==> src/design/lcl_pkg.sv <==
// ----------------------------------------------------------------------------
// lcl_pkg: shared types and constants of the line/column locator
// Request codes, the queued item format, queue sizing and the byte
// values that mark line terminators in UTF-8 text.
// ----------------------------------------------------------------------------
package lcl_pkg;

	// request codes on req_type
	localparam logic [1:0] REQ_CLEAR = 2'd0;
	localparam logic [1:0] REQ_LOAD  = 2'd1;
	localparam logic [1:0] REQ_QUERY = 2'd2;

	// field widths fixed by the interface
	localparam int BYTE_W    = 8;
	localparam int PAYLOAD_W = 20;
	localparam int LINE_W    = 13;
	localparam int COL_W     = 21;

	// item queue between front and back
	localparam int QDEPTH = 4;
	localparam int QPTR_W = $clog2(QDEPTH);
	localparam int QCNT_W = $clog2(QDEPTH + 1);

	// terminator bytes
	localparam logic [BYTE_W-1:0] BYTE_LF   = 8'h0a;
	localparam logic [BYTE_W-1:0] BYTE_CR   = 8'h0d;
	localparam logic [BYTE_W-1:0] UTF_LEAD  = 8'he2;
	localparam logic [BYTE_W-1:0] UTF_CONT  = 8'h80;
	localparam logic [BYTE_W-1:0] UTF_LSEP  = 8'ha8;
	localparam logic [BYTE_W-1:0] UTF_PSEP  = 8'ha9;

	typedef enum logic [1:0] {
		KIND_CLEAR,
		KIND_LOAD,
		KIND_QUERY
	} kind_t;

	// one classified item: byte in the low bits for a load, offset for a query
	typedef struct packed {
		kind_t                kind;
		logic [PAYLOAD_W-1:0] payload;
	} item_t;

	typedef struct packed {
		logic empty;
		logic full;
	} qstat_t;

endpackage

==> src/design/lcl_queue.sv <==
// ----------------------------------------------------------------------------
// lcl_queue: item queue
// Short first-in first-out store that lets intake keep taking bytes while
// the back end runs a search.
// ----------------------------------------------------------------------------
module lcl_queue import lcl_pkg::*; (
	input  logic   clk,
	input  logic   arst_n,
	input  logic   push,
	input  item_t  push_item,
	input  logic   pop,
	output item_t  head,
	output qstat_t stat
);

	item_t             slot_q [QDEPTH];
	logic [QPTR_W-1:0] wr_ptr_q;
	logic [QPTR_W-1:0] rd_ptr_q;
	logic [QCNT_W-1:0] count_q;

	assign head       = slot_q[rd_ptr_q];
	assign stat.empty = (count_q == '0);
	assign stat.full  = (count_q == QCNT_W'(QDEPTH));

	always_ff @(posedge clk or negedge arst_n) begin
		if (!arst_n) begin
			wr_ptr_q <= '0;
			rd_ptr_q <= '0;
			count_q  <= '0;
		end else begin
			if (push) begin
				wr_ptr_q <= wr_ptr_q + QPTR_W'(1);
			end
			if (pop) begin
				rd_ptr_q <= rd_ptr_q + QPTR_W'(1);
			end
			if (push && !pop) begin
				count_q <= count_q + QCNT_W'(1);
			end else if (pop && !push) begin
				count_q <= count_q - QCNT_W'(1);
			end
		end
	end

	always_ff @(posedge clk) begin
		if (push) begin
			slot_q[wr_ptr_q] <= push_item;
		end
	end

	a_count_bound: assert property (@(posedge clk) disable iff (!arst_n)
		count_q <= QCNT_W'(QDEPTH))
		else $error("item queue count beyond depth");

	a_count_inc: assert property (@(posedge clk) disable iff (!arst_n)
		(push && !pop) |=> (count_q == $past(count_q) + QCNT_W'(1)))
		else $error("item queue count did not follow a push");

endmodule

==> config.mk <==
export PLATFORM = sky130hd
export DESIGN_NAME = lcl_queue
export DESIGN_NICKNAME = d
export VERILOG_FILES = /design/src/design/lcl_pkg.sv /design/src/design/lcl_queue.sv
export SDC_FILE = /design/constraint.sdc
export NUM_CORES = 1
export LEC_CHECK = 0
export BUFFER_PORTS_ARGS = -buffer_cell sky130_fd_sc_hd__clkbuf_2
export CORE_MARGIN = 2
export CORE_UTILIZATION = 63
export CTS_BUF_LIST = sky130_fd_sc_hd__clkbuf_2 sky130_fd_sc_hd__clkbuf_4 sky130_fd_sc_hd__clkbuf_8
export CTS_CLUSTER_DIAMETER = 60
export DETAILED_ROUTE_END_ITERATION = 16
export GPL_ROUTABILITY_DRIVEN = 0
export PLACE_DENSITY = 0.86
export SETUP_SLACK_MARGIN = 0.15
export SLEW_MARGIN = 30
export SYNTH_ARGS = -nofsm -noshare
export SYNTH_HDL_FRONTEND = slang
export SYNTH_SLANG_ARGS = --single-unit
export TNS_END_PERCENT = 20
==> constraint.sdc <==
create_clock -name clk -period 3.5 [get_ports clk]
set_clock_uncertainty 0.05 [all_clocks]
set_input_delay 0.175 -clock clk [delete_from_list [all_inputs] [get_ports clk]]
set_output_delay 0.175 -clock clk [all_outputs]
set_load 0.05 [all_outputs]
==> results.json <==
{
  "status": "completed",
  "drt-total-wl_um": 5990,
  "startpoint": "rd_ptr_q[0]",
  "crit_fanout": 15,
  "drt_pass1_iterations": 4,
  "critPathKind": "register to primary output",
  "synth-async-reset-ratio_pct": 7.37,
  "nFillCells": 300,
  "ys_warn_count": 0,
  "core_area_mm2": 0.00551,
  "drc": 0,
  "rows": 27,
  "whs_ps": 23.4,
  "synth.most_common_cell": "edfxtp_1",
  "ctsResizeCount": 0,
  "rsz0062_at_grt": "no",
  "grt_pass1_vias": 1887,
  "synth-edff-count": 88,
  "synth.largest_area_cell": "edfxtp_1",
  "io_pins": 50,
  "drv_slew": 0,
  "worstHoldPathType": "input port to register",
  "antenna_found_initial": 0,
  "highest_layer": "met4",
  "route.met3.wl_um": 305,
  "synth.top_cells.by_count": "edfxtp_1, mux4_2, dfrtp_1",
  "wl_per_cell_um": 19.6,
  "htree_levels": 3,
  "worstSkewPairLatency_ps": 350,
  "ir_drop_v": 0.000646,
  "p_per_area_mw_per_mm2": 890,
  "ant_nets": 0,
  "nNetsFinal": 260,
  "path_cells": "buf_4 -> mux4_1 -> clkbuf_2",
  "ys_seq_area_share_pct": 78.2,
  "cp-end-kind": "primary output",
  "hp-start": "push_item[19]",
  "final.min_clock_period_ps": 2510,
  "globalRouteTotalUtil_pct": 21.4,
  "via_per_inst": 5.71,
  "met1_length_um": 2390,
  "path_delay_family": "flip-flops",
  "grt_overflow": 0,
  "drt_iter0_drc": 115,
  "cp_slowest_stage_delay_ps": 670,
  "syn_nets": 181,
  "r2r_start": "wr_ptr_q[0]",
  "synthCells": 149,
  "ys.flop_type": "edfxtp_1",
  "path_buf_inv": 2,
  "tritoncts": "done",
  "grt_max_degree": 24,
  "period_share_pct": 71.7,
  "cp.required_ps": 3270,
  "clock-sinks": 95,
  "synth_area_mm2": 0.00360,
  "cellLeakagePower_uw": 0.00157,
  "cts_buffer_depth": 2,
  "syn2layout_area_growth_pct": 20.3,
  "vias": 1742,
  "postSynthAreaPerCell_um2": 24.2,
  "dr_wl_met2_um": 3100,
  "synth_seq_cells": 95,
  "synth_top_area_share_pct": 73.3,
  "dp_hpwl_um": 3760,
  "final_hold_viol_count": 0,
  "arrival_ps": 2280,
  "maxCapViolCount": 0,
  "tns_ps": 0,
  "cp_slowest_cell": "dfrtp_1",
  "clk_pin_slew_ps": 90,
  "die_w_um": 79.6,
  "insertedDiodeCount": 0,
  "die_area_mm2": 0.00634,
  "drive_gt1_share_pct": 37.3,
  "start_util_pct": 65.5,
  "die_h_um": 79.6,
  "synth_area_leaders": "edfxtp_1, mux4_2, dfrtp_1",
  "grt_pass1_wl_um": 9340,
  "cts.root.buffer_cell": "clkbuf_8",
  "fmax_mhz": 399,
  "port_buffers": 49,
  "numCtsBuffers": 9,
  "synth_cell_types": 19,
  "tightestPinTransition_ps": 969,
  "relSlewSlack_pct": 35.4,
  "setup_viol": 0,
  "start_kind": "register"
}
worst register-to-register path: cells and delay by family, from the launching register on:
kind / cells / cell delay, ps
adders and majority gates: 1 / 140
DFF: 1 / 430
buffers and inverters: 1 / 100
and+or+nand+nor: 1 / 550
cells by family after synthesis:
family / after synthesis / synth area share, %
compound gates: 1 / 0.139
xor+xnor: 6 / 1.46
fa+ha+maj: 6 / 2.29
buf+inv: 9 / 2.12
flops: 95 / 78.2
mux: 23 / 14.5
simple gates: 9 / 1.35
cell usage in the layout, fill, tap and decap left out:
cell type	synthesis	routed
inv_1	4	4
edfxtp_1	88	88
mux4_1	4	4
o21ai_0	1	1
bufinv_16	0	2
inv_6	0	1
dlygate4sd3_1	0	23
clkbuf_2	0	49
fa_1	1	1
and2_2	0	4
clkbuf_8	0	9
mux4_2	18	18
clkbuf_4	0	1
clkinv_1	0	2
dfrtp_1	7	7
clkinvlp_4	0	1
mux2_2	1	1
ha_1	5	5
xnor2_1	2	2
nor3_1	1	1
xor2_1	4	4
nand2_1	2	2
nor3b_1	1	1
buf_4	0	1
nor2_1	1	1
timing repair:
item / CTS / global route
hold endpoints to repair: 87 / 0
setup buffers: 0 / 0
hold buffers: 23 / 0
final timing paths:
path | cells after the start | endpoint | slack (ps)
max | 3 | head[17] | 990
min | 1 | slot_q[3][19] | 20
max reg2reg | 3 | slot_q[0][14] | 1860
min reg2reg | 1 | count_q[2] | 450
max in group asynchronous | 2 | rd_ptr_q[1] | 3080
min in group asynchronous | 2 | count_q[2] | 140
layout make-up:
| class | count | area, um^2 | area share, % |
|---|---|---|---|
| Clock inverter | 6 | 83.8 | 1.93 |
| Inverter | 4 | 15.0 | 0.346 |
| Multi-Input combinational cell | 45 | 716 | 16.5 |
| Timing Repair Buffer | 73 | 483 | 11.1 |
| Sequential cell | 95 | 2820 | 65.0 |
| Clock buffer | 10 | 131 | 3.03 |
| Tap cell | 72 | 90.1 | 2.08 |
through the flow:
step	utilization [%]	cell area, um^2	power [uW]	std cells	worst slack (ps)
finish	78.8	4340	3860	305	992
global route	78.8	4340	4020	305	811
CTS	78.8	4340	3890	305	916
detailed placement	70.7	3890	3120	266	1310
global placement	70.6	3890	3060	266	1380
floorplan	-	3600	2850	149	1680
flip-flops by register name, indices dropped and copies added (netlist names):
| name | count |
|---|---|
| count_q | 3 |
| rd_ptr_q | 2 |
| slot_q | 88 |
| wr_ptr_q | 2 |
where the power goes:
part / switching [uW] / internal [uW]
registers: 157 / 1500
logic: 975 / 468
clock network: 356 / 408
total: 1490 / 2370
layer usage:
| metal | GRT usage (%) | vias to the layer above |
|---|---|---|
| li1 | - | 768 |
| met1 | 26.2 | 897 |
| met2 | 34.1 | 61 |
| met3 | 4.64 | 16 |
| met4 | 15.0 | 0 |
| met5 | 0 | - |
Power figures use the tool's default switching activity.
