`src/design/lcl_pkg.sv`:
```
// ----------------------------------------------------------------------------
// lcl_pkg: shared types and constants of the line/column locator
// Request codes, the queued item format, queue sizing and the byte
// values that mark line terminators in UTF-8 text.
// ----------------------------------------------------------------------------
package lcl_pkg;

	// request codes on req_type
	localparam logic [1:0] REQ_CLEAR = 2'd0;
	localparam logic [1:0] REQ_LOAD  = 2'd1;
	localparam logic [1:0] REQ_QUERY = 2'd2;

	// field widths fixed by the interface
	localparam int BYTE_W    = 8;
	localparam int PAYLOAD_W = 20;
	localparam int LINE_W    = 13;
	localparam int COL_W     = 21;

	// item queue between front and back
	localparam int QDEPTH = 4;
	localparam int QPTR_W = $clog2(QDEPTH);
	localparam int QCNT_W = $clog2(QDEPTH + 1);

	// terminator bytes
	localparam logic [BYTE_W-1:0] BYTE_LF   = 8'h0a;
	localparam logic [BYTE_W-1:0] BYTE_CR   = 8'h0d;
	localparam logic [BYTE_W-1:0] UTF_LEAD  = 8'he2;
	localparam logic [BYTE_W-1:0] UTF_CONT  = 8'h80;
	localparam logic [BYTE_W-1:0] UTF_LSEP  = 8'ha8;
	localparam logic [BYTE_W-1:0] UTF_PSEP  = 8'ha9;

	typedef enum logic [1:0] {
		KIND_CLEAR,
		KIND_LOAD,
		KIND_QUERY
	} kind_t;

	// one classified item: byte in the low bits for a load, offset for a query
	typedef struct packed {
		kind_t                kind;
		logic [PAYLOAD_W-1:0] payload;
	} item_t;

	typedef struct packed {
		logic empty;
		logic full;
	} qstat_t;

endpackage

```
`src/design/lcl_front.sv`:
```
// ----------------------------------------------------------------------------
// lcl_front: item intake
// Takes command items, sorts them into clear, load and query, and drops
// unused request codes before they reach the queue.
// ----------------------------------------------------------------------------
module lcl_front import lcl_pkg::*; (
	input  logic                 start,
	input  logic                 busy,
	input  logic [1:0]           req_type,
	input  logic [BYTE_W-1:0]    text_byte,
	input  logic [PAYLOAD_W-1:0] query_offset,
	output logic                 push,
	output item_t                push_item
);

	logic accept;

	assign accept = start && !busy;

	always_comb begin
		push_item.kind    = KIND_CLEAR;
		push_item.payload = '0;
		push              = 1'b0;
		case (req_type)
			REQ_CLEAR: begin
				push = accept;
			end
			REQ_LOAD: begin
				push_item.kind    = KIND_LOAD;
				push_item.payload = PAYLOAD_W'(text_byte);
				push              = accept;
			end
			REQ_QUERY: begin
				push_item.kind    = KIND_QUERY;
				push_item.payload = query_offset;
				push              = accept;
			end
			default: begin
				// unused code: accepted and dropped
				push = 1'b0;
			end
		endcase
	end

endmodule

```
`config.mk`:
```
export PLATFORM = sky130hd
export DESIGN_NAME = lcl_front
export DESIGN_NICKNAME = d
export VERILOG_FILES = /design/src/design/lcl_pkg.sv /design/src/design/lcl_front.sv
export SDC_FILE = /design/constraint.sdc
export NUM_CORES = 1
export LEC_CHECK = 0
export BUFFER_PORTS_ARGS = -buffer_cell sky130_fd_sc_hd__buf_2
export CORE_AREA = 2 2 39 41
export DETAILED_ROUTE_END_ITERATION = 16
export DIE_AREA = 0 0 41 43
export PLACE_DENSITY = 0.7
export SLEW_MARGIN = 0
export SYNTH_ARGS = -nofsm -noshare
export SYNTH_HDL_FRONTEND = slang
export SYNTH_SLANG_ARGS = --single-unit
```
`constraint.sdc`:
```
create_clock -name vclk -period 1.1
set_input_delay 0.055 -clock vclk [all_inputs]
set_output_delay 0.055 -clock vclk [all_outputs]
set_load 0.01 [all_outputs]
```
==> run summary, run 1 <==
In the final routed layout, each cell accounts on average for 9.43 µm. The total detailed-routing wirelength came out at 1010 µm. The first-pass detailed-route iteration total is 2. The dominant cell type by area after synthesis is a22oi_2. The first global-routing pass estimated 1340 µm of wire. The highest net fanout along the worst path came out at 8. The power per unit of standard cell area came out at 356 nW/µm².

The shortest clock period the worst path allows after layout came out at 1010 ps. The detailed-route vias per instance came out at 4.06. The highest clock rate came out at 993 MHz. The count of final max-slew check failures came to 0. The startpoint of the lowest-slack hold path is busy. The headroom to the max-slew limit came out at 74.3%.

The overall die width is 41 µm. The number of antenna violations at the first check in global routing is 0. The floorplan step defined a die boundary enclosing 1760 µm².

The share of the yosys chip area belonging to registers came out at 0%. The count of fill cells added during filler insertion came out at 150. The area taken by multi-input logic gates is 285 µm². The path class of the tightest hold or removal check is in2out. Counting instances, the worst hold path has a depth of 3. The path with the worst hold slack has its endpoint at push. The net total in the final layout is 129.

The worst supply voltage drop on vdd came out at 162 µV. The worst setup path is launched from an input pin. The final period utilization is 91.5%. At the worst endpoint, the required time is 1040 ps. The instance count of the mapped netlist is 39. The die extent in y is 43 µm.

For the pin with the worst max-slew slack, the measured transition is 386 ps. The number of distinct standard cells referenced by the synthesized netlist is 9. Setup total negative slack on the finished layout was measured at 0 ps.

The sequential cell area is 0 µm². STA classifies the critical path endpoint as a primary output. The end-of-flow core utilization came out at 43.3%. Entering global routing, the biggest net connects 21 pins.

The net count after synthesis came out at 75. The global-route total usage across every layer came out at 9.99%. The routed via count came out at 434. The clock tree buffer count of the final layout is 0. The port buffer count is 55. The total congestion overflow came out at 0. The fraction of final layout cells with drive strength greater than 1 came out at 80.2%. At the end of routability-driven placement, the weighted congestion stood at 0.577.

In the finished design the tool counted flip-flops and latches totalling 0. The via count of the first global-routing pass came out at 356. The reported max-cap violation count is 0. The number of buffers inserted by post-CTS setup repair came out at 0.

The total core area is 1380 µm². Once detail routing completed, the nets flagged for antenna violations numbered 0. The synthesized area came out at 319 µm². The final hold violation count was 0. The repair_antennas step left the layout with diodes totalling 0. The leakage component of the power came out at 0.358 nW. The floorplan has 14 rows. The post-detailed-placement half-perimeter wirelength is 878 µm.

The final count of negative-setup-slack endpoints came out at 0. The critical path data arrival time came out at 950 ps. The layout overhead on the synthesized area is 87.8%. Setup repair after global routing left no endpoint under its margin. The number of ports placed on the die boundary came out at 55.

The number of remaining DRC errors came out at 0. After synthesis, the cell types taking the most area are a22oi_2, and2_1, ha_1. The initial utilization of the core area, before any placement, comes to 23.1%. A synthesized cell averages 8.18 µm². The violation count after the first detailed-route iteration came out at 1. The flow ran to the end, and the final reports show no timing, DRC or antenna violations. The area share of the largest cell type after synthesis came out at 31.4%. The total of warnings raised by yosys is 0. The critical path is of the in2out type.
-- worst max-delay path by stage --
stage	startpoint	to	slack, ps	cells past startpoint
6_report	req_type[0]	push_item[4]	90	5
5_1_grt	req_type[0]	push_item[4]	1	5
4_1_cts	req_type[1]	push_item[6]	20	6
3_5_place_dp	req_type[1]	push_item[6]	20	6
3_3_place_gp	req_type[1]	push_item[2]	60	6
2_1_floorplan	req_type[0]	push_item[0]	320	4
-- worst max-delay path, cell delays in order --
cell and delay, ps:
buf_2 100, inv_1 60, ha_1 520, nor2_2 70, buf_2 140
-- layout make-up --
class,instances,area share [%]
tap,16,3.34
multi-input combinational,33,47.6
timing repair buffer,56,47.8
inverter,2,1.25
-- per-layer routing --
layer	track usage (%)	up-vias	part of all wire [%]
met5	0	-	0
met4	0.667	0	0
met3	0	0	10
met2	19.1	21	54
met1	12.0	180	36
li1	-	233	-
-- cell usage after synthesis --
library cell / instances
and2_1: 12
a22oi_2: 8
nor2_2: 8
ha_1: 4
clkbuf_2: 2
inv_1: 2
buf_4: 1
buf_6: 1
nor3b_1: 1
-- layout by cell type, fill, tap and decap left out --
cell type   n
and2_1     12
inv_1       2
a22oi_2     8
ha_2        1
buf_6       1
buf_2      55
nor3b_1     1
nor2_2      8
ha_1        3
-- power by group --
part	internal (mW)	total (mW)	leakage (nW)	switching, mW
clock	0	0	0	0
sequential	0	0	0	0
combinational	0.109	0.213	0.358	0.104
-- cells by family after synthesis --
group / count (synthesis) / share of synthesized area, %
fa+ha+maj: 4 / 15.7
compound gates: 8 / 31.4
buf+inv: 6 / 11.4
simple gates: 21 / 41.6
-- timing repair --
item,in CTS,in global routing
resized for setup,0,2
endpoints found under the hold margin,0,0
endpoints found under the setup margin,0,8
hold buffers,0,0
-- stage by stage --
step	std cells	setup slack (ps)	power, mW	hold WS (ps)	instance area, µm²
final	107	93.3	0.213	344	599
after global routing	107	1.46	0.235	355	599
after CTS	107	24.3	0.215	346	593
after detailed placement	107	24.2	0.214	346	593
after global placement	107	57.3	0.211	344	593
after floorplan	39	321	0.114	159	319
No activity file was read; power rests on OpenSTA's default activity.
==> inputs of run 2 (changes only) <==
- clock period: 1.1 -> 1.3 ns (I/O delays scaled with it)
==> run 2 against run 1 <==
Compared with the run above: design area is 1.9% lower; via count is 1.6% higher; count of clock-buffer cells in the layout did not move.
==> run summary, run 2 (synthesis gave the netlist of run 1 again) <==
The final period utilization is 83.3%. The overall die width is 41 µm. The count of final max-slew check failures is 0. Entering global routing, the biggest net connects 21 pins.

After global routing the overflow that remains totals 0. The die extent in y is 43 µm. The die covers 1760 µm². The average detailed-routed wire length per instance came out at 9.15 µm.

The number of buffers inserted by post-CTS setup repair is 0. Compared with the post-synthesis result, the final layout area differs by 84.3%. The worst path required time is 1240 ps. In this run the power density over the cells is 303 nW/µm². Sequential cells account for 0% of the total power. The net total in the final layout came out at 128. The routed layout has 441 vias. The via count of the first global-routing pass came out at 339. The slew of the pin with the lowest slew margin came out at 461 ps. The number of antenna violations at the first check in global routing came to 0. The summed negative setup slack over all endpoints came out at 0 ps. 55 I/O pins were placed. The class of the tightest hold or removal check is in2out. Clock buffers in the final layout number 0. The reported max-cap violation count came out at 0. The portion of total power attributed to combinational logic came out at 100.0%. The total power draw came out at 0.178 mW.

The worst supply voltage drop on vdd came out at 160 µV. The hold slack came out at 364 ps. Detailed placement finished with a half-perimeter wire length of 849 µm.

The antenna diode instance count is 0. The number of remaining DRC errors came out at 0. The floorplan step defined a core boundary enclosing 1380 µm². The global-route total usage across every layer came out at 9.49%.

The run finished with clean final reports. Leaving out fill and tap cells, the most frequent cell in the layout is buf_2. The critical path is of the in2out type. The internal power summed over all cells is 0.0913 mW. For this run, the detailed router's first-pass iteration total came to 1.

The violation count after the first detailed-route iteration is 0. Setup repair after global routing left no endpoint under its margin. The net switching component of the power came out at 0.0871 mW. Derived from the worst setup path, the maximum achievable clock frequency is 923 MHz.

In this run the tightest slew margin relative to its limit is 69.3%. The number of nets with antenna violations after detailed routing came out at 0. For this run, the share of the core covered by cells in the final layout is 42.5%. The design has 0 sequential cells. The initial standard-cell utilization of the core came out at 23.1%. In the layout the commonest cells are buf_2, and2_1, a22oi_2, nor2_2, ha_1. The number of hold buffers added after cts is 0. The final count of negative-setup-slack endpoints is 0. The congestion estimate from routability-driven global placement came to 0.581. The port buffer count is 55. The leakage component of the power came out at 0.352 nW. The detailed-route vias per instance came out at 4.16. STA classifies the critical path endpoint as a primary output. The switching share of total power is 48.8%. The placed instance area came out at 586 µm².

The critical path data arrival time came out at 1020 ps. STA classifies the critical path startpoint as an input pin. The number of rows in the core area came out at 14.

The part of the total power dissipated in the clock network came out at 0%. After routing the design area is 588 µm². The first global-routing pass estimated 1260 µm of wire. The total detailed-routing wirelength came out at 970 µm.

The final hold violation count came out at 0. The post-cts repair resize count is 1. The fraction of final layout cells with drive strength greater than 1 is 80.0%. The highest net fanout along the worst path is 20. The sequential cell area came out at 0 µm². The count of fill cells added during filler insertion came out at 148. The worst path in the final design needs a cycle of 1080 ps, including I/O delays and setup.
## run 2: cell count changes in the layout (fill, tap and decap cells not counted), sizes merged
cell / before / now
buf: 56 / 55
## run 2: layout make-up
type / instances / area [µm²] / area share (%)
inverters: 2 / 7.51 / 1.28
multi-input cells: 33 / 285 / 48.5
well taps: 16 / 20.0 / 3.40
repair buffers: 55 / 275 / 46.8
## run 2: power by group through the flow
| stage | combinational (mW) | sequential, mW | clock [mW] |
|---|---|---|---|
| floorplan | 0.0965 | 0 | 0 |
| global placement | 0.177 | 0 | 0 |
| detailed placement | 0.179 | 0 | 0 |
| CTS | 0.182 | 0 | 0 |
| global route | 0.197 | 0 | 0 |
| finish | 0.178 | 0 | 0 |
## run 2: path summary, 6_finish.rpt
check | from | end | slack, ps | cells after the start
max | req_type[0] | push_item[6] | 220 | 6
min | busy | push | 360 | 3
## run 2: routing by layer
layer	global-route usage [%]	vias to the layer above	part of all wire [%]
li1	-	232	-
met1	10.8	188	37
met2	19.1	21	56
met3	0	0	7.6
met4	0	0	0
met5	0	-	0
## run 2: stage by stage
step                setup WS [ps]  instances
floorplan                     501         39
global placement             2.52        106
detailed placement          -31.9        106
CTS                           197        106
global route                  114        106
finish                        217        106
## run 2: worst max-delay path, stage by stage
cell	delay [ps]
buf_2	110
inv_1	70
ha_2	410
a22oi_2	140
nor2_2	90
buf_2	130
